**config.mk**
```make
export PLATFORM = sky130hd
export DESIGN_NAME = matrix_keypad_scanner_events_core
export DESIGN_NICKNAME = d
export VERILOG_FILES = /design/src/sv/mkse_pkg.sv /design/src/sv/matrix_keypad_scanner_events.sv /design/src/sv/mkse_seq.sv
export SDC_FILE = /design/constraint.sdc
export NUM_CORES = 1
export LEC_CHECK = 0
export BUFFER_PORTS_ARGS = -buffer_cell sky130_fd_sc_hd__buf_2
export CAP_MARGIN = 30
export CORE_ASPECT_RATIO = 1.5
export CORE_MARGIN = 2
export CORE_UTILIZATION = 45
export DETAILED_ROUTE_END_ITERATION = 16
export GPL_TIMING_DRIVEN = 0
export PLACE_DENSITY = 0.75
export SYNTH_ARGS = -nofsm -noshare
export SYNTH_HDL_FRONTEND = slang
export SYNTH_SLANG_ARGS = --single-unit
```
**constraint.sdc**
```tcl
create_clock -name clk_i -period 3.5 [get_ports clk_i]
set_clock_uncertainty 0.1 [all_clocks]
set_input_delay 0.525 -clock clk_i [delete_from_list [all_inputs] [get_ports clk_i]]
set_output_delay 0.525 -clock clk_i [all_outputs]
set_load 0.05 [all_outputs]
```
**src/sv/mkse_pkg.sv**
```systemverilog
// shared types, constants and microcode table for the keypad scanner
package mkse_pkg;

  localparam int MaxRows   = 8;
  localparam int MaxCols   = 8;
  localparam int PortWidth = 16;
  localparam int PinW      = 4;
  localparam int RowW      = $clog2(MaxRows);
  localparam int ColW      = $clog2(MaxCols);
  localparam int KeyW      = 6;
  localparam int TickW     = 17;
  localparam int CfgIdxW   = 3;
  localparam int CfgDataW  = 32;

  localparam logic [15:0] PortMask       = 16'((32'd1 << PortWidth) - 32'd1);
  localparam logic [15:0] ReleasePattern = 16'hFFFF & PortMask;
  localparam logic [15:0] ZeroPattern    = 16'h0000;
  localparam logic [TickW-1:0] TickMax   = {TickW{1'b1}};

  localparam logic [CfgIdxW-1:0] CfgRowPinMap   = 3'd0;
  localparam logic [CfgIdxW-1:0] CfgColPinMap   = 3'd1;
  localparam logic [CfgIdxW-1:0] CfgNumRows     = 3'd2;
  localparam logic [CfgIdxW-1:0] CfgNumCols     = 3'd3;
  localparam logic [CfgIdxW-1:0] CfgScanInterval = 3'd4;

  localparam logic FuncTick   = 1'b0;
  localparam logic KindDrive  = 1'b0;
  localparam logic KindEvent  = 1'b1;

  typedef struct packed {
    logic        func;
    logic [15:0] port_value;
  } in_t;

  typedef struct packed {
    logic            kind;
    logic [15:0]     drive_pattern;
    logic [KeyW-1:0] key_code;
    logic            pressed;
    logic            last;
  } out_t;

  typedef enum logic [1:0] {
    PH_IDLE, PH_CHECK, PH_COL, PH_COMPARE
  } phase_e;

  typedef enum logic [4:0] {
    S_FETCH, S_DISP, S_PDISP, S_PCOL, S_TICK, S_TICK_CHK, S_START, S_CHK,
    S_CLEAR, S_RMASK, S_COL, S_COL_CHK, S_DONE, S_NEXT, S_EINIT, S_ESCAN,
    S_EPUSH, S_ESTEP, S_EFIN
  } step_e;

  typedef enum logic [3:0] {
    OP_NONE, OP_TICK, OP_START_CHECK, OP_CLEAR_MAP, OP_READ_MASK, OP_STORE_COL,
    OP_SCAN_DONE, OP_NEXT_COL, OP_EVT_INIT, OP_EVT_PUSH, OP_K_INC, OP_EVT_FINISH
  } op_e;

  typedef enum logic [1:0] {
    EM_NONE, EM_DRIVE, EM_HOLD
  } emit_e;

  typedef enum logic [1:0] {
    PAT_CHECK, PAT_RELEASE, PAT_COL0, PAT_COLNEXT
  } pat_e;

  typedef enum logic [3:0] {
    C_TRUE, C_COMPARE, C_FUNC0, C_PH_CHECK, C_PH_COL, C_SCAN_GO, C_ALL_HIGH,
    C_LAST_COL, C_KEY_DIFF, C_KEY_END
  } cond_e;

  typedef struct packed {
    logic  wait_in;
    op_e   op;
    emit_e emit;
    pat_e  pat;
    logic  last;
    cond_e cond;
    step_e tgt_t;
    step_e tgt_f;
  } cw_t;

  typedef struct packed {
    logic stall;
    logic compare;
    logic func0;
    logic ph_check;
    logic ph_col;
    logic scan_go;
    logic all_high;
    logic last_col;
    logic key_diff;
    logic key_end;
  } stat_t;

  function automatic cw_t mk(logic w, op_e op, emit_e em, pat_e pat, logic last,
                             cond_e cond, step_e t, step_e f);
    cw_t cw;
    cw.wait_in = w;
    cw.op      = op;
    cw.emit    = em;
    cw.pat     = pat;
    cw.last    = last;
    cw.cond    = cond;
    cw.tgt_t   = t;
    cw.tgt_f   = f;
    return cw;
  endfunction

  function automatic cw_t ucode(step_e s);
    cw_t cw;
    unique case (s)
      S_FETCH:    cw = mk(1'b1, OP_NONE, EM_NONE, PAT_RELEASE, 1'b0, C_COMPARE,
                          S_EINIT, S_DISP);
      S_DISP:     cw = mk(1'b0, OP_NONE, EM_NONE, PAT_RELEASE, 1'b0, C_FUNC0,
                          S_TICK, S_PDISP);
      S_PDISP:    cw = mk(1'b0, OP_NONE, EM_NONE, PAT_RELEASE, 1'b0, C_PH_CHECK,
                          S_CHK, S_PCOL);
      S_PCOL:     cw = mk(1'b0, OP_NONE, EM_NONE, PAT_RELEASE, 1'b0, C_PH_COL,
                          S_COL, S_FETCH);
      S_TICK:     cw = mk(1'b0, OP_TICK, EM_NONE, PAT_RELEASE, 1'b0, C_TRUE,
                          S_TICK_CHK, S_TICK_CHK);
      S_TICK_CHK: cw = mk(1'b0, OP_NONE, EM_NONE, PAT_RELEASE, 1'b0, C_SCAN_GO,
                          S_START, S_FETCH);
      S_START:    cw = mk(1'b0, OP_START_CHECK, EM_DRIVE, PAT_CHECK, 1'b1, C_TRUE,
                          S_FETCH, S_FETCH);
      S_CHK:      cw = mk(1'b0, OP_NONE, EM_NONE, PAT_RELEASE, 1'b0, C_ALL_HIGH,
                          S_CLEAR, S_RMASK);
      S_CLEAR:    cw = mk(1'b0, OP_CLEAR_MAP, EM_DRIVE, PAT_RELEASE, 1'b1, C_TRUE,
                          S_FETCH, S_FETCH);
      S_RMASK:    cw = mk(1'b0, OP_READ_MASK, EM_DRIVE, PAT_COL0, 1'b1, C_TRUE,
                          S_FETCH, S_FETCH);
      S_COL:      cw = mk(1'b0, OP_STORE_COL, EM_NONE, PAT_RELEASE, 1'b0, C_TRUE,
                          S_COL_CHK, S_COL_CHK);
      S_COL_CHK:  cw = mk(1'b0, OP_NONE, EM_NONE, PAT_RELEASE, 1'b0, C_LAST_COL,
                          S_DONE, S_NEXT);
      S_DONE:     cw = mk(1'b0, OP_SCAN_DONE, EM_DRIVE, PAT_RELEASE, 1'b1, C_TRUE,
                          S_FETCH, S_FETCH);
      S_NEXT:     cw = mk(1'b0, OP_NEXT_COL, EM_DRIVE, PAT_COLNEXT, 1'b1, C_TRUE,
                          S_FETCH, S_FETCH);
      S_EINIT:    cw = mk(1'b0, OP_EVT_INIT, EM_NONE, PAT_RELEASE, 1'b0, C_TRUE,
                          S_ESCAN, S_ESCAN);
      S_ESCAN:    cw = mk(1'b0, OP_NONE, EM_NONE, PAT_RELEASE, 1'b0, C_KEY_DIFF,
                          S_EPUSH, S_ESTEP);
      S_EPUSH:    cw = mk(1'b0, OP_EVT_PUSH, EM_HOLD, PAT_RELEASE, 1'b0, C_TRUE,
                          S_ESTEP, S_ESTEP);
      S_ESTEP:    cw = mk(1'b0, OP_K_INC, EM_NONE, PAT_RELEASE, 1'b0, C_KEY_END,
                          S_EFIN, S_ESCAN);
      S_EFIN:     cw = mk(1'b0, OP_EVT_FINISH, EM_HOLD, PAT_RELEASE, 1'b1, C_TRUE,
                          S_FETCH, S_FETCH);
      default:    cw = mk(1'b0, OP_NONE, EM_NONE, PAT_RELEASE, 1'b0, C_TRUE,
                          S_FETCH, S_FETCH);
    endcase
    return cw;
  endfunction

endpackage

```
**src/sv/matrix_keypad_scanner_events.sv**
```systemverilog
// top level: keypad scanner datapath, registers and handshakes
// Matrix keypad scanner with key change events. Items are taken one at a time
// by a microcoded sequencer that runs a short control program per item. The
// item after a completed scan walks all 64 key positions of the map, with an
// extra step for each changed key.
// Each result goes through a single output register, so a stalled consumer
// holds the sequencer on the step that emits. Configuration writes are taken
// at any time through the plain write port.
module matrix_keypad_scanner_events_core (
  input  logic                          clk_i,
  input  logic                          rst_ni,
  input  logic                          in_valid_i,
  output logic                          in_ready_o,
  input  mkse_pkg::in_t                 in_data_i,
  output logic                          out_valid_o,
  input  logic                          out_ready_i,
  output mkse_pkg::out_t                out_data_o,
  input  logic                          cfg_we_i,
  input  logic [mkse_pkg::CfgIdxW-1:0]  cfg_idx_i,
  input  logic [mkse_pkg::CfgDataW-1:0] cfg_wdata_i
);

  localparam int RW = mkse_pkg::RowW;
  localparam int CW = mkse_pkg::ColW;

  logic [31:0] row_map_q, col_map_q;
  logic [3:0]  num_rows_q, num_cols_q;
  logic [15:0] interval_q;

  mkse_pkg::phase_e            phase_q, phase_d;
  logic [CW-1:0]               col_q, col_d;
  logic [15:0]                 rmask_q, rmask_d;
  logic [mkse_pkg::TickW-1:0]  tick_q, tick_d;
  logic [mkse_pkg::MaxCols-1:0] cur_q [mkse_pkg::MaxRows];
  logic [mkse_pkg::MaxCols-1:0] cur_d [mkse_pkg::MaxRows];
  logic [mkse_pkg::MaxCols-1:0] prev_q [mkse_pkg::MaxRows];
  logic [mkse_pkg::MaxCols-1:0] prev_d [mkse_pkg::MaxRows];
  logic                        func_q;
  logic [15:0]                 port_q;
  logic [mkse_pkg::KeyW-1:0]   k_q, k_d;
  logic [mkse_pkg::KeyW-1:0]   hold_code_q, hold_code_d;
  logic                        hold_pr_q, hold_pr_d;
  logic                        hold_vld_q, hold_vld_d;
  mkse_pkg::out_t              out_q, out_d, emit_data;
  logic                        out_vld_q, out_vld_d;

  mkse_pkg::cw_t   cw;
  mkse_pkg::stat_t stat;

  logic [3:0]    rows_u, cols_u;
  logic [15:0]   check_mask, colread, pattern;
  logic [RW-1:0] kr;
  logic [CW-1:0] kc, col_nx;
  logic          emit_need, stall, go, accept;
  logic [6:0]    code_w;

  function automatic logic [3:0] clamp_size(logic [3:0] n, logic [3:0] max_n);
    logic [3:0] v;
    v = n;
    if (v == 4'd0) v = 4'd1;
    if (v > max_n) v = max_n;
    return v;
  endfunction

  function automatic logic [15:0] col_pattern(logic [31:0] map, logic [CW-1:0] c);
    logic [3:0]  pin;
    logic [15:0] pat;
    pin = map[{c, 2'b00} +: mkse_pkg::PinW];
    pat = mkse_pkg::ReleasePattern;
    if ({1'b0, pin} < 5'(mkse_pkg::PortWidth)) pat[pin] = 1'b0;
    return pat & mkse_pkg::PortMask;
  endfunction

  mkse_seq u_seq (
    .clk_i  (clk_i),
    .rst_ni (rst_ni),
    .stat_i (stat),
    .cw_o   (cw)
  );

  assign rows_u = clamp_size(num_rows_q, 4'(mkse_pkg::MaxRows));
  assign cols_u = clamp_size(num_cols_q, 4'(mkse_pkg::MaxCols));

  always_comb begin
    logic [3:0] pin;
    check_mask = mkse_pkg::ZeroPattern;
    for (int r = 0; r < mkse_pkg::MaxRows; r++) begin
      pin = row_map_q[r*mkse_pkg::PinW +: mkse_pkg::PinW];
      if (4'(r) < rows_u && {1'b0, pin} < 5'(mkse_pkg::PortWidth)) begin
        check_mask[pin] = 1'b1;
      end
    end
    check_mask = check_mask & mkse_pkg::PortMask;
  end

  assign colread = ~port_q & rmask_q & mkse_pkg::PortMask;
  assign col_nx  = col_q + CW'(1);
  assign kr      = k_q[CW +: RW];
  assign kc      = k_q[CW-1:0];
  assign code_w  = 7'(kr) * 7'(cols_u) + 7'(kc);

  always_comb begin
    unique case (cw.pat)
      mkse_pkg::PAT_CHECK:   pattern = check_mask;
      mkse_pkg::PAT_RELEASE: pattern = mkse_pkg::ReleasePattern;
      mkse_pkg::PAT_COL0:    pattern = col_pattern(col_map_q, '0);
      mkse_pkg::PAT_COLNEXT: pattern = col_pattern(col_map_q, col_nx);
      default:               pattern = mkse_pkg::ReleasePattern;
    endcase
  end

  always_comb begin
    emit_data = '0;
    if (cw.emit == mkse_pkg::EM_HOLD) begin
      emit_data.kind     = mkse_pkg::KindEvent;
      emit_data.key_code = hold_code_q;
      emit_data.pressed  = hold_pr_q;
      emit_data.last     = cw.last;
    end else begin
      emit_data.kind          = mkse_pkg::KindDrive;
      emit_data.drive_pattern = pattern;
      emit_data.last          = cw.last;
    end
  end

  assign emit_need = (cw.emit == mkse_pkg::EM_DRIVE) ||
                     (cw.emit == mkse_pkg::EM_HOLD && hold_vld_q);
  assign stall     = (cw.wait_in && !in_valid_i) ||
                     (emit_need && out_vld_q && !out_ready_i);
  assign go        = !stall;
  assign in_ready_o = cw.wait_in;
  assign accept    = in_valid_i && cw.wait_in;

  always_comb begin
    stat.stall    = stall;
    stat.compare  = (phase_q == mkse_pkg::PH_COMPARE);
    stat.func0    = (func_q == mkse_pkg::FuncTick);
    stat.ph_check = (phase_q == mkse_pkg::PH_CHECK);
    stat.ph_col   = (phase_q == mkse_pkg::PH_COL);
    stat.scan_go  = (phase_q == mkse_pkg::PH_IDLE) && (tick_q > {1'b0, interval_q});
    stat.all_high = ((port_q & check_mask) == check_mask);
    stat.last_col = ({1'b0, col_q} + 4'd1) >= cols_u;
    stat.key_diff = cur_q[kr][kc] ^ prev_q[kr][kc] &&
                    ({1'b0, kr} < rows_u) && ({1'b0, kc} < cols_u);
    stat.key_end  = (k_q == {mkse_pkg::KeyW{1'b1}});
  end

  always_comb begin
    logic [3:0] pin;
    pin         = '0;
    phase_d     = phase_q;
    col_d       = col_q;
    rmask_d     = rmask_q;
    tick_d      = tick_q;
    cur_d       = cur_q;
    prev_d      = prev_q;
    k_d         = k_q;
    hold_code_d = hold_code_q;
    hold_pr_d   = hold_pr_q;
    hold_vld_d  = hold_vld_q;
    if (go) begin
      unique case (cw.op)
        mkse_pkg::OP_NONE: begin
        end
        mkse_pkg::OP_TICK: begin
          if (tick_q != mkse_pkg::TickMax) tick_d = tick_q + 1'b1;
        end
        mkse_pkg::OP_START_CHECK: begin
          phase_d = mkse_pkg::PH_CHECK;
        end
        mkse_pkg::OP_CLEAR_MAP: begin
          for (int r = 0; r < mkse_pkg::MaxRows; r++) begin
            if (4'(r) < rows_u) cur_d[r] = '0;
          end
          phase_d = mkse_pkg::PH_COMPARE;
        end
        mkse_pkg::OP_READ_MASK: begin
          rmask_d = ~port_q & check_mask & mkse_pkg::PortMask;
          col_d   = '0;
          phase_d = mkse_pkg::PH_COL;
        end
        mkse_pkg::OP_STORE_COL: begin
          for (int r = 0; r < mkse_pkg::MaxRows; r++) begin
            pin = row_map_q[r*mkse_pkg::PinW +: mkse_pkg::PinW];
            if (4'(r) < rows_u) begin
              cur_d[r][col_q] = ({1'b0, pin} < 5'(mkse_pkg::PortWidth)) ?
                                colread[pin] : 1'b0;
            end
          end
        end
        mkse_pkg::OP_SCAN_DONE: begin
          col_d   = '0;
          phase_d = mkse_pkg::PH_COMPARE;
        end
        mkse_pkg::OP_NEXT_COL: begin
          col_d = col_nx;
        end
        mkse_pkg::OP_EVT_INIT: begin
          k_d        = '0;
          hold_vld_d = 1'b0;
        end
        mkse_pkg::OP_EVT_PUSH: begin
          hold_code_d = code_w[mkse_pkg::KeyW-1:0];
          hold_pr_d   = cur_q[kr][kc];
          hold_vld_d  = 1'b1;
        end
        mkse_pkg::OP_K_INC: begin
          k_d = k_q + 1'b1;
        end
        mkse_pkg::OP_EVT_FINISH: begin
          for (int r = 0; r < mkse_pkg::MaxRows; r++) begin
            if (4'(r) < rows_u) prev_d[r] = cur_q[r];
          end
          tick_d     = '0;
          phase_d    = mkse_pkg::PH_IDLE;
          hold_vld_d = 1'b0;
        end
        default: begin
        end
      endcase
    end
  end

  always_comb begin
    out_d     = out_q;
    out_vld_d = out_vld_q;
    if (emit_need && go) begin
      out_d     = emit_data;
      out_vld_d = 1'b1;
    end else if (out_ready_i) begin
      out_vld_d = 1'b0;
    end
  end

  assign out_valid_o = out_vld_q;
  assign out_data_o  = out_q;

  always_ff @(posedge clk_i or negedge rst_ni) begin
    if (!rst_ni) begin
      row_map_q  <= 32'd1985229328;
      col_map_q  <= 32'd4275878552;
      num_rows_q <= 4'd4;
      num_cols_q <= 4'd4;
      interval_q <= 16'd10;
    end else if (cfg_we_i) begin
      unique case (cfg_idx_i)
        mkse_pkg::CfgRowPinMap:    row_map_q  <= cfg_wdata_i;
        mkse_pkg::CfgColPinMap:    col_map_q  <= cfg_wdata_i;
        mkse_pkg::CfgNumRows:      num_rows_q <= cfg_wdata_i[3:0];
        mkse_pkg::CfgNumCols:      num_cols_q <= cfg_wdata_i[3:0];
        mkse_pkg::CfgScanInterval: interval_q <= cfg_wdata_i[15:0];
        default: begin
        end
      endcase
    end
  end

  always_ff @(posedge clk_i or negedge rst_ni) begin
    if (!rst_ni) begin
      phase_q    <= mkse_pkg::PH_IDLE;
      col_q      <= '0;
      rmask_q    <= '0;
      tick_q     <= '0;
      k_q        <= '0;
      hold_vld_q <= 1'b0;
      out_vld_q  <= 1'b0;
      for (int r = 0; r < mkse_pkg::MaxRows; r++) begin
        cur_q[r]  <= '0;
        prev_q[r] <= '0;
      end
    end else begin
      phase_q    <= phase_d;
      col_q      <= col_d;
      rmask_q    <= rmask_d;
      tick_q     <= tick_d;
      k_q        <= k_d;
      hold_vld_q <= hold_vld_d;
      out_vld_q  <= out_vld_d;
      cur_q      <= cur_d;
      prev_q     <= prev_d;
    end
  end

  always_ff @(posedge clk_i) begin
    if (accept) begin
      func_q <= in_data_i.func;
      port_q <= in_data_i.port_value & mkse_pkg::PortMask;
    end
    hold_code_q <= hold_code_d;
    hold_pr_q   <= hold_pr_d;
    out_q       <= out_d;
  end

endmodule

```
**src/sv/mkse_seq.sv**
```systemverilog
// microcode sequencer: step counter, control rom and conditional jumps
module mkse_seq (
  input  logic            clk_i,
  input  logic            rst_ni,
  input  mkse_pkg::stat_t stat_i,
  output mkse_pkg::cw_t   cw_o
);

  mkse_pkg::step_e step_q, step_d;
  mkse_pkg::cw_t   cw;
  logic            taken;

  assign cw   = mkse_pkg::ucode(step_q);
  assign cw_o = cw;

  always_comb begin
    unique case (cw.cond)
      mkse_pkg::C_TRUE:     taken = 1'b1;
      mkse_pkg::C_COMPARE:  taken = stat_i.compare;
      mkse_pkg::C_FUNC0:    taken = stat_i.func0;
      mkse_pkg::C_PH_CHECK: taken = stat_i.ph_check;
      mkse_pkg::C_PH_COL:   taken = stat_i.ph_col;
      mkse_pkg::C_SCAN_GO:  taken = stat_i.scan_go;
      mkse_pkg::C_ALL_HIGH: taken = stat_i.all_high;
      mkse_pkg::C_LAST_COL: taken = stat_i.last_col;
      mkse_pkg::C_KEY_DIFF: taken = stat_i.key_diff;
      mkse_pkg::C_KEY_END:  taken = stat_i.key_end;
      default:              taken = 1'b1;
    endcase
  end

  always_comb begin
    if (stat_i.stall) begin
      step_d = step_q;
    end else if (taken) begin
      step_d = cw.tgt_t;
    end else begin
      step_d = cw.tgt_f;
    end
  end

  always_ff @(posedge clk_i or negedge rst_ni) begin
    if (!rst_ni) begin
      step_q <= mkse_pkg::S_FETCH;
    end else begin
      step_q <= step_d;
    end
  end

endmodule

```
Word level (Yosys, flattened, before mapping) --
Memories as Yosys holds them, arrays and structs flattened. Cells that the tools add are included.
Word-level totals: flip-flop bits (word level) 316, memory bits (read-only) 768, input port bits 57, output and inout port bits 27, logic and storage cells 318, memories 1
Memories:
- (no name shown) | depth 32, width 24, read ports 1, clocked after Yosys merged registers in 0, write ports 0, line mkse_pkg.sv:111 | unique case (s)
Operators by class: $add $sub $neg 5, multipliers 1, $lt $le $gt $ge 38, eq/ne operators 52, shift-type cells 1, multiplexer cells 97, bitwise logic cells 17, reduce and logical (&&, ||, !) cells 68
Operator list (count):
- 8-bit 2-to-1 mux | 20
- 16-bit 2-to-1 mux | 8
- 64-bit case mux with 2 select lines | 1
- 16-bit bitwise OR | 7
- 8-bit bitwise mux | 8
- 16-bit case mux with 4 select lines | 1
- 4-bit by 5-bit less-than comparator with 1-bit output (second input constant) | 10
- 16-bit bitwise AND | 3
- 8-bit binary-select mux with 3-bit select | 2
- 16-bit NOT | 3
- 1-bit demux with 4-bit select | 10
- 4-bit by 1-bit >= comparator with 1-bit output (second input constant) | 10
- 2-bit inequality test (second input constant) | 17
- 17-bit case mux with 2 select lines | 1
- 1-bit binary-select mux with 4-bit select | 8
- 4-bit by 3-bit equality test with 1-bit output (second input constant) | 8
- 4-bit AND reduction | 8
- 32-bit by 6-bit variable part select with 4-bit output | 1
- 3-bit AND reduction | 9
- 4-bit equality test (second input constant) | 6
- 1-bit 2-to-1 mux | 24
- 2-bit AND reduction | 11
- 1-bit logical AND | 20
- 17-bit by 1-bit adder with 17-bit output (second input constant) | 1
- other kinds (46) | 82

Depth between registers and ports, before layout --
Gate-level depths: netlist (run 1).
depth after elaboration 24, depth in mapped cells 15

Cells and area by module --
A second synthesis (run 1) with hierarchy kept.
Unflattened totals: cells, all modules 1708, area total of the unflattened synthesis 18412.7 um2
Modules (own cells, without submodules):
- matrix_keypad_scanner_events_core | instances 1, cells each 1564, area an instance 17374.2 um2
- mkse_seq | instances 1, cells each 144, area an instance 1038.5 um2

Least setup slack after synthesis (run 1) --
No wires, ideal clock.
path kind reg-to-reg, start reg u_seq.step_q[1], end reg u_seq.step_q[4], arrival 3147 ps, data required time 3274 ps, setup slack 127 ps, cell stages (with the launch flop) 14, buffers on the path 1, cell sequence dfrtp_1 inv_1 ha_1 nor2b_1 a211oi_1 a211oi_1 a21boi_0 mux2_2 a211oi_1 nand3_1 o21ba_1 buf_6 mux2_4 a221o_1
On the way: cells in the longest elaborated chain, start to end 7
Ends and longest elaborated chain:
- from (decl) | line mkse_seq.sv:9 | mkse_pkg::step_e step_q, step_d;
- from (signal assigned) | line mkse_seq.sv:44 | step_q <= mkse_pkg::S_FETCH;
- from (signal assigned) | line mkse_seq.sv:46 | step_q <= step_d;
- memory 32 x 24 bit *
- branches (longest 6 deep; another with 1-bit case mux with 9 select lines)
Mark *: on every way between the ends. A chain may end at the register's enable or synchronous reset.

Worst setup path after layout (run 1) --
start reg k_q[4] (netlist name), end reg u_seq.step_q[4]
On the way: cells in the longest elaborated chain, start to end 11
Ends and longest elaborated chain:
- from (decl) | line matrix_keypad_scanner_events.sv:40 | logic [mkse_pkg::KeyW-1:0] k_q, k_d;
- from (signal assigned) | line matrix_keypad_scanner_events.sv:276 | k_q <= k_d;
- 3-bit NOT with 4-bit output (implied by the code) | line matrix_keypad_scanner_events.sv:143 | stat.key_diff = cur_q[kr][kc] ^ prev_q[kr][kc] &&
- 8-bit binary-select mux with 3-bit select | line matrix_keypad_scanner_events.sv:143
- 8-bit 2-to-1 mux (implied by the code) (2 in series) | line matrix_keypad_scanner_events.sv:143
- 1-bit binary-select mux with 3-bit select | line matrix_keypad_scanner_events.sv:143
- 1-bit 2-to-1 mux (implied by the code) | line matrix_keypad_scanner_events.sv:143
- 1-bit XOR | line matrix_keypad_scanner_events.sv:143
- 1-bit logical AND | line matrix_keypad_scanner_events.sv:143
- 1-bit logical AND | line matrix_keypad_scanner_events.sv:144 | ({1'b0, kr} < rows_u) && ({1'b0, kc} < cols_u);
- 1-bit case mux with 9 select lines * | line mkse_seq.sv:17 | unique case (cw.cond)
- 5-bit 2-to-1 mux * | line mkse_seq.sv:35 | end else if (taken) begin
Mark *: on every way between the ends. The rest lies on a longest branch, timed or not. The select of a mux whose other input is x is not followed.

==> reports/qor.csv, run 1 <==
metric,value,unit
finalCritPeriodShare,100.7,%
synth-main-ff-cell,dfrtp_1,
vias_per_cell,6.397,
worstPathRequired,3.81,ns
routed_wl,63580,µm
drive_gt1_share,31.70,%
cts_sinks,316,
cts-root-buf,clkbuf_16,
die_h,250.0,µm
fin_crit,3.523,ns
ys_types,88,
drv_cap,0,
num_rows,90,
p_per_area,680.3,mW/mm²
num_vias,15560,
critPathKind,flip-flop to flip-flop,
final_nets,2003,
syn-cell-area,0.01815,mm²
synth_cells,1729,
dpl.hpwl,46620,µm
synth_edf_count,49,
die-area,0.04199,mm²
port_buffers,83,
grt_pass1_vias,15970,
startpoint_type,flip-flop,
yosysWarnings,0,
yosysTopAreaCell,dfrtp_1,
cts_buffers,34,
finalSetupTns,-0.02299,ns
cp_max_fo,10,
hold_slack,0.06801,ns
synthArstFlopShare,84.49,%
clkLatencyLatePin,0.54,ns
syn-num-nets,1834,
drc,0,
slew_headroom,33.18,%
leakage,8.837,nW
globalRouteOverflowTotal,0,
seq_area_frac_synth,45.17,%
status,"complete, but fails checks",
min_path_type,input pin to flip-flop,
synth.ff_latch_count,316,
clock_path_buffers,3,
start_util,45.40,%
synth.most_common_cell,dfrtp_1,
track_usage,30.01,%
cp.arrival,3.83,ns
dr.first_iter.drc_count,1450,
clkTransAtPathRegs,0.06,ns
yosys-top-cells-area,"dfrtp_1, mux2_2, edfxtp_1",
fmax,283.9,MHz
io_pins,84,
gp_congestion,1.001,
grt_pass1_wl,94620,µm
dr.pass1.iters,5,
grt_max_degree,107,
coreArea,0.03998,mm²
worst_slack,-0.02299,ns
hold_viol_final,0,
worst_pin_slew,1.000,ns
maxSlewViolCount,0,
syn_area_per_cell,10.50,µm²
ant_nets,0,
peakVddDrop,0.4122,mV
post_drt_wl_per_cell,26.14,µm
violations,setup timing,
antenna_found_initial,1,
yosysTopAreaCellShare,31.85,%
die_x,168.0,µm
setup_viol,1,
htreeDepth,2,
final.fill_count,3458,
syn2layout_area_growth,19.33,%
cts_tree,built,
rsz0062_at_grt,true,
endpoint_kind,flip-flop,
ys_top_cells_by_count,"dfrtp_1, o21ai_0, nand2_1",
==> sequential cells by signal (all words and copies together), names as in the netlist <==
register / cells
row_map_q: 32
out_valid_o: 1
hold_code_q: 6
phase_q: 2
out_data_o: 25
u_seq.step_q: 5
func_q: 1
hold_pr_q: 1
interval_q: 16
col_q: 3
prev_q: 64
num_cols_q: 4
port_q: 16
col_map_q: 32
tick_q: 17
cur_q: 64
k_q: 6
num_rows_q: 4
hold_vld_q: 1
rmask_q: 16
==> logic make-up (layout without fill, tap and decap cells) <==
| logic type | Yosys count | in the layout | synth area share (%) |
|---|---|---|---|
| and+or+nand+nor | 538 | 538 | 15.00 |
| AOI/OAI and AO/OA | 414 | 415 | 14.42 |
| DFF | 316 | 316 | 45.17 |
| muxes | 247 | 247 | 17.51 |
| buffers and inverters | 142 | 336 | 3.261 |
| adders and majority gates | 48 | 48 | 3.475 |
| xor gates and xnor gates | 24 | 24 | 1.158 |
| other | 0 | 2 | 0 |
==> repair_timing <==
| item | 4_1_cts | 5_1_grt |
|---|---|---|
| resized for setup | 145 | 86 |
| pin swaps | 19 | 18 |
| buffers inserted | 29 | 18 |
| endpoints found under the setup margin | 211 | 140 |
| hold endpoints to repair | 38 | 0 |
| hold buffers | 1 | 0 |
| cloned | 0 | 1 |
==> path summary, 6_finish.rpt <==
kind	depth (start not counted)	slack, ns	end	startpoint
hold reg to reg	2	0.38	prev_q[59]	prev_q[59]
setup reg to reg	12	-0.02	u_seq.step_q[4]	k_q[4]
min in group asynchronous	2	0.40	col_map_q[10]	rst_ni
hold / removal	1	0.07	port_q[10]	in_data_i[10]
setup / recovery	12	-0.02	u_seq.step_q[4]	k_q[4]
max in group asynchronous	4	1.51	prev_q[24]	rst_ni
==> stage by stage <==
stage          total power, mW  utilization [%]  instance area (µm²)  std cells  worst slack, ns
6_report                 14.73            54.18                21660       2432         -0.02299
5_1_grt                  15.30            54.17                21650       2431          -0.1201
4_1_cts                  14.30            53.06                21210       2412         0.001638
3_5_place_dp             10.03            48.41                19350       2331           -1.240
3_3_place_gp             9.897            48.02                19200       2318           -2.916
2_1_floorplan            8.230                -                18150       1729           0.1268
==> cells in the final DEF, fill, tap and decap left out, drive strengths merged, types with 13 or more instances in the layout <==
master and n:
a211oi 17, a21oi 45, a22oi 28, and2 14, and3 15, buf 174
clkbuf 100, dfrtp 231, dfstp 36, edfxtp 49, ha 44, inv 45
mux2 141, mux2i 64, mux4 42, nand2 144, nand2b 41, nand3 48
nand4 17, nor2 114, nor2b 29, nor3 45, nor4 16, o21ai 193
o22ai 13, xor2 16
==> area by class of cell <==
type / count / area, µm² / area share [%]
clock buffer: 46 / 945.9 / 4.368
inverter: 45 / 176.4 / 0.8146
buffer: 85 / 493.0 / 2.276
multi-input combinational: 1272 / 10040 / 46.36
antenna: 2 / 5.005 / 0.02311
sequential: 316 / 8217 / 37.94
timing repair buffer: 144 / 938.4 / 4.333
clock inverter: 16 / 207.7 / 0.9590
tap: 506 / 633.1 / 2.923
==> where the power goes <==
part	switching [mW]	total, mW	leakage [nW]	internal (mW)
clock network	1.54	3.75	0.565	2.21
registers	0.493	4.91	3.88	4.42
logic	3.81	6.07	4.39	2.26
total	5.84	14.7	8.84	8.90
==> worst max-delay path, stage by stage (launching register included) <==
cell and delay (ns):
dfrtp_2 0.48, nor2_4 0.30, clkbuf_2 0.36, a22oi_1 0.20
nand3_1 0.13, nand4_1 0.23, xor2_1 0.26, a22oi_2 0.21
nand3_1 0.15, o21ba_4 0.26, buf_6 0.13, mux2_4 0.30
a221o_1 0.28
==> per-layer routing <==
metal	GRT usage [%]	wire length, µm	share of wire [%]	vias to the layer above
met4	23.20	5513	8.7	0
met5	0	0	0	-
met3	3.933	3429	5.4	294
met1	31.76	21910	34	7719
met2	53.68	32730	51	779
li1	-	-	-	6765
Note: power is estimated with default switching activity, not from simulation.
==> run 2: changes to the inputs <==
--- a/config.mk
+++ b/config.mk
@@ -7,12 +7,14 @@
 export LEC_CHECK = 0
 export BUFFER_PORTS_ARGS = -buffer_cell sky130_fd_sc_hd__buf_2
 export CAP_MARGIN = 30
+export CELL_PAD_IN_SITES_DETAIL_PLACEMENT = 1
+export CELL_PAD_IN_SITES_GLOBAL_PLACEMENT = 1
 export CORE_ASPECT_RATIO = 1.5
 export CORE_MARGIN = 2
 export CORE_UTILIZATION = 45
 export DETAILED_ROUTE_END_ITERATION = 16
 export GPL_TIMING_DRIVEN = 0
-export PLACE_DENSITY = 0.75
+export PLACE_DENSITY = 0.88
 export SYNTH_ARGS = -nofsm -noshare
 export SYNTH_HDL_FRONTEND = slang
 export SYNTH_SLANG_ARGS = --single-unit
==> run 2 against run 1 <==
  * The flow still finishes with violations (setup timing)
  * First-iteration DRC count down 9.9%
  * Combinational power rose by 2%
  * Fmax is 0.85% lower
  * Die area did not move
  * Critical path type unchanged
==> reports/qor.csv, run 2 (synthesis results as in run 1) <==
metric,value,unit,change
ant_nets,0,,unchanged
gp_congestion,1.009,,was 1.001
reg.largest.list,"cur_q x64, prev_q x64",,unchanged
slew_headroom,36.07,%,was 33.18%
vias_per_cell,6.642,,was 6.397
hold_slack,0.04369,ns,was 0.06801 ns
drive_gt1_share,30.69,%,was 31.70%
port_buffers,83,,unchanged
r2r-start,col_q[2],,was k_q[4]
die_h,250.0,µm,unchanged
critPathKind,flip-flop to flip-flop,,unchanged
clkTransAtPathRegs,0.07,ns,was 0.06 ns
grt_pass1_vias,17590,,was 15970
final_nets,1999,,was 2003
clkPwrFrac,26.6,%,was 25.5%
coreArea,0.03998,mm²,unchanged
dr.first_iter.drc_count,1307,,was 1450
startpoint_type,flip-flop,,unchanged
hold_viol_final,0,,unchanged
dr.pass1.iters,5,,unchanged
p_int,9.049,mW,was 8.895 mW
slowest_delay,0.47,ns,was 0.48 ns
worst_pin_slew,0.9590,ns,was 1.000 ns
fin_crit,3.553,ns,was 3.523 ns
cts_tree,built,,unchanged
finalPower,15.18,mW,was 14.73 mW
switching_share,40.40,%,was 39.62%
crit_top_cell,nand3_1,,unchanged
dpl.hpwl,51450,µm,was 46620 µm
syn2layout_area_growth,19.06,%,was 19.33%
globalRouteOverflowTotal,0,,unchanged
final_cell_mix,"dfrtp_1, o21ai_0, nand2_1",,"was dfrtp_1, o21ai_0, nand2_1, mux2_2, buf_2"
grt_max_degree,112,,was 107
cp_max_fo,8,,was 10
p_seq_share,32.5,%,was 33.3%
worst_slack,-0.05320,ns,was -0.02299 ns
cts_sinks,316,,unchanged
die-area,0.04199,mm²,unchanged
grt_pass1_wl,107100,µm,was 94620 µm
maxSlewViolCount,0,,unchanged
post_drt_wl_per_cell,29.61,µm,was 26.14 µm
drv_cap,0,,unchanged
crit_start,col_q[2],,was k_q[4]
finalCritPeriodShare,101.5,%,was 100.7%
num_vias,16110,,was 15560
power.switching,6.134,mW,was 5.837 mW
antenna_found_initial,0,,was 1
start_util,45.40,%,unchanged
cp_slowest_cell,clkbuf_1,,was dfrtp_2
worstPathRequired,3.80,ns,was 3.81 ns
num_rows,90,,unchanged
rsz0062_at_grt,true,,unchanged
fmax,281.4,MHz,was 283.9 MHz
cts_buffers,34,,unchanged
violations,setup timing,,unchanged
leakage,8.823,nW,was 8.837 nW
cp.arrival,3.85,ns,was 3.83 ns
combPwrFrac,40.9,%,was 41.2%
routed_wl,71800,µm,was 63580 µm
track_usage,33.85,%,was 30.01%
clkLatencyLatePin,0.55,ns,was 0.54 ns
io_pins,84,,unchanged
cts-root-buf,clkbuf_16,,unchanged
drc,0,,unchanged
clock_path_buffers,3,,unchanged
setup_viol,12,,was 1
cp_cell_sequence,clkbuf_1 -> nand3_1 -> inv_2 -> ha_1 -> a21oi_2 -> o21ai_0 -> a211oi_1 -> nand3_1 -> o21ba_4 -> buf_4 -> mux2i_1 -> a21oi_1,,was nor2_4 -> clkbuf_2 -> a22oi_1 -> nand3_1 -> nand4_1 -> xor2_1 -> a22oi_2 -> nand3_1 -> o21ba_4 -> buf_6 -> mux2_4 -> a221o_1
status,"complete, but fails checks",,unchanged
layout_commonest_cell,dfrtp_1,,unchanged
htreeDepth,2,,unchanged
endpoint_kind,flip-flop,,unchanged
min_path_type,input pin to flip-flop,,unchanged
final_util,54.05,%,was 54.18%
die_x,168.0,µm,unchanged
p_per_area,702.7,mW/mm²,was 680.3 mW/mm²
peakVddDrop,0.4511,mV,was 0.4122 mV
min-delay-start,in_data_i[2],,was in_data_i[10]
diodes,0,,was 2
finalSetupTns,-0.3358,ns,was -0.02299 ns
-- run 2: cell types whose count changed in the layout (fill, tap and decap cells not counted), moves of 4 or more --
| cell | delta |
|---|---|
| o21ai_1 | +7 |
| clkbuf_4 | -6 |
| o21ai_0 | -6 |
| buf_8 | -5 |
| a211o_1 | +4 |
| nor2_2 | +4 |
-- run 2: cell type report --
type	instances	area (µm²)
buffer	86	478.0
clock buffer	46	1008
clock inverter	15	225.2
fill	4281	18370
inverter	45	176.4
multi-input combinational	1271	9953
sequential	316	8213
tap	506	633.1
timing repair buffer	140	920.9
-- run 2: worst paths after layout --
kind | endpoint | slack (ns) | cells after the start
setup / recovery | u_seq.step_q[1] | -0.05 | 12
hold / removal | port_q[2] | 0.04 | 1
setup reg to reg | u_seq.step_q[1] | -0.05 | 12
hold reg to reg | prev_q[62] | 0.39 | 2
max in group asynchronous | tick_q[6] | 1.90 | 3
min in group asynchronous | row_map_q[21] | 0.41 | 2
-- run 2: what timing repair did --
item	in CTS	in global routing
hold buffers	1	0
buffers inserted	31	18
setup endpoints to repair	210	163
endpoints found under the hold margin	58	0
pin swaps	18	15
gates resized for setup	122	75
-- run 2: stage by stage --
step	setup slack, ns	cell area, µm²	cells
global route	-0.1202	21610	2425
global placement	-2.934	19200	2318
finish	-0.05320	21610	2425
floorplan	0.1268	18150	1729
detailed placement	-1.192	19310	2325
CTS	-0.01286	21230	2411
-- run 2: layer usage --
layer / vias up / share of wire (%) / global-route usage [%]
met2: 827 / 50 / 58.91
met3: 363 / 5.4 / 4.789
met5: - / 0 / 0
met1: 8175 / 34 / 35.59
met4: 0 / 10 / 29.66
li1: 6741 / - / -
-- run 2: worst max-delay path, delay by kind of cell, from the launching register on --
kind	cells	cell delay, ns
AO/OA/AOI/OAI	5	1.05
buffers and inverters	3	0.82
adder cells (fa/ha/maj)	1	0.30
multiplexers	1	0.33
AND/OR/NAND/NOR	2	0.43
flip-flops	1	0.37
-- run 2: power by group through the flow --
stage / Clock (mW) / Sequential, mW / Combinational (mW)
after floorplan: 0 / 5.06 / 3.17
after global placement: 0 / 4.85 / 4.98
after detailed placement: 0 / 4.89 / 5.23
after CTS: 4.05 / 4.87 / 5.66
after global routing: 4.18 / 4.98 / 6.49
final: 4.05 / 4.93 / 6.21
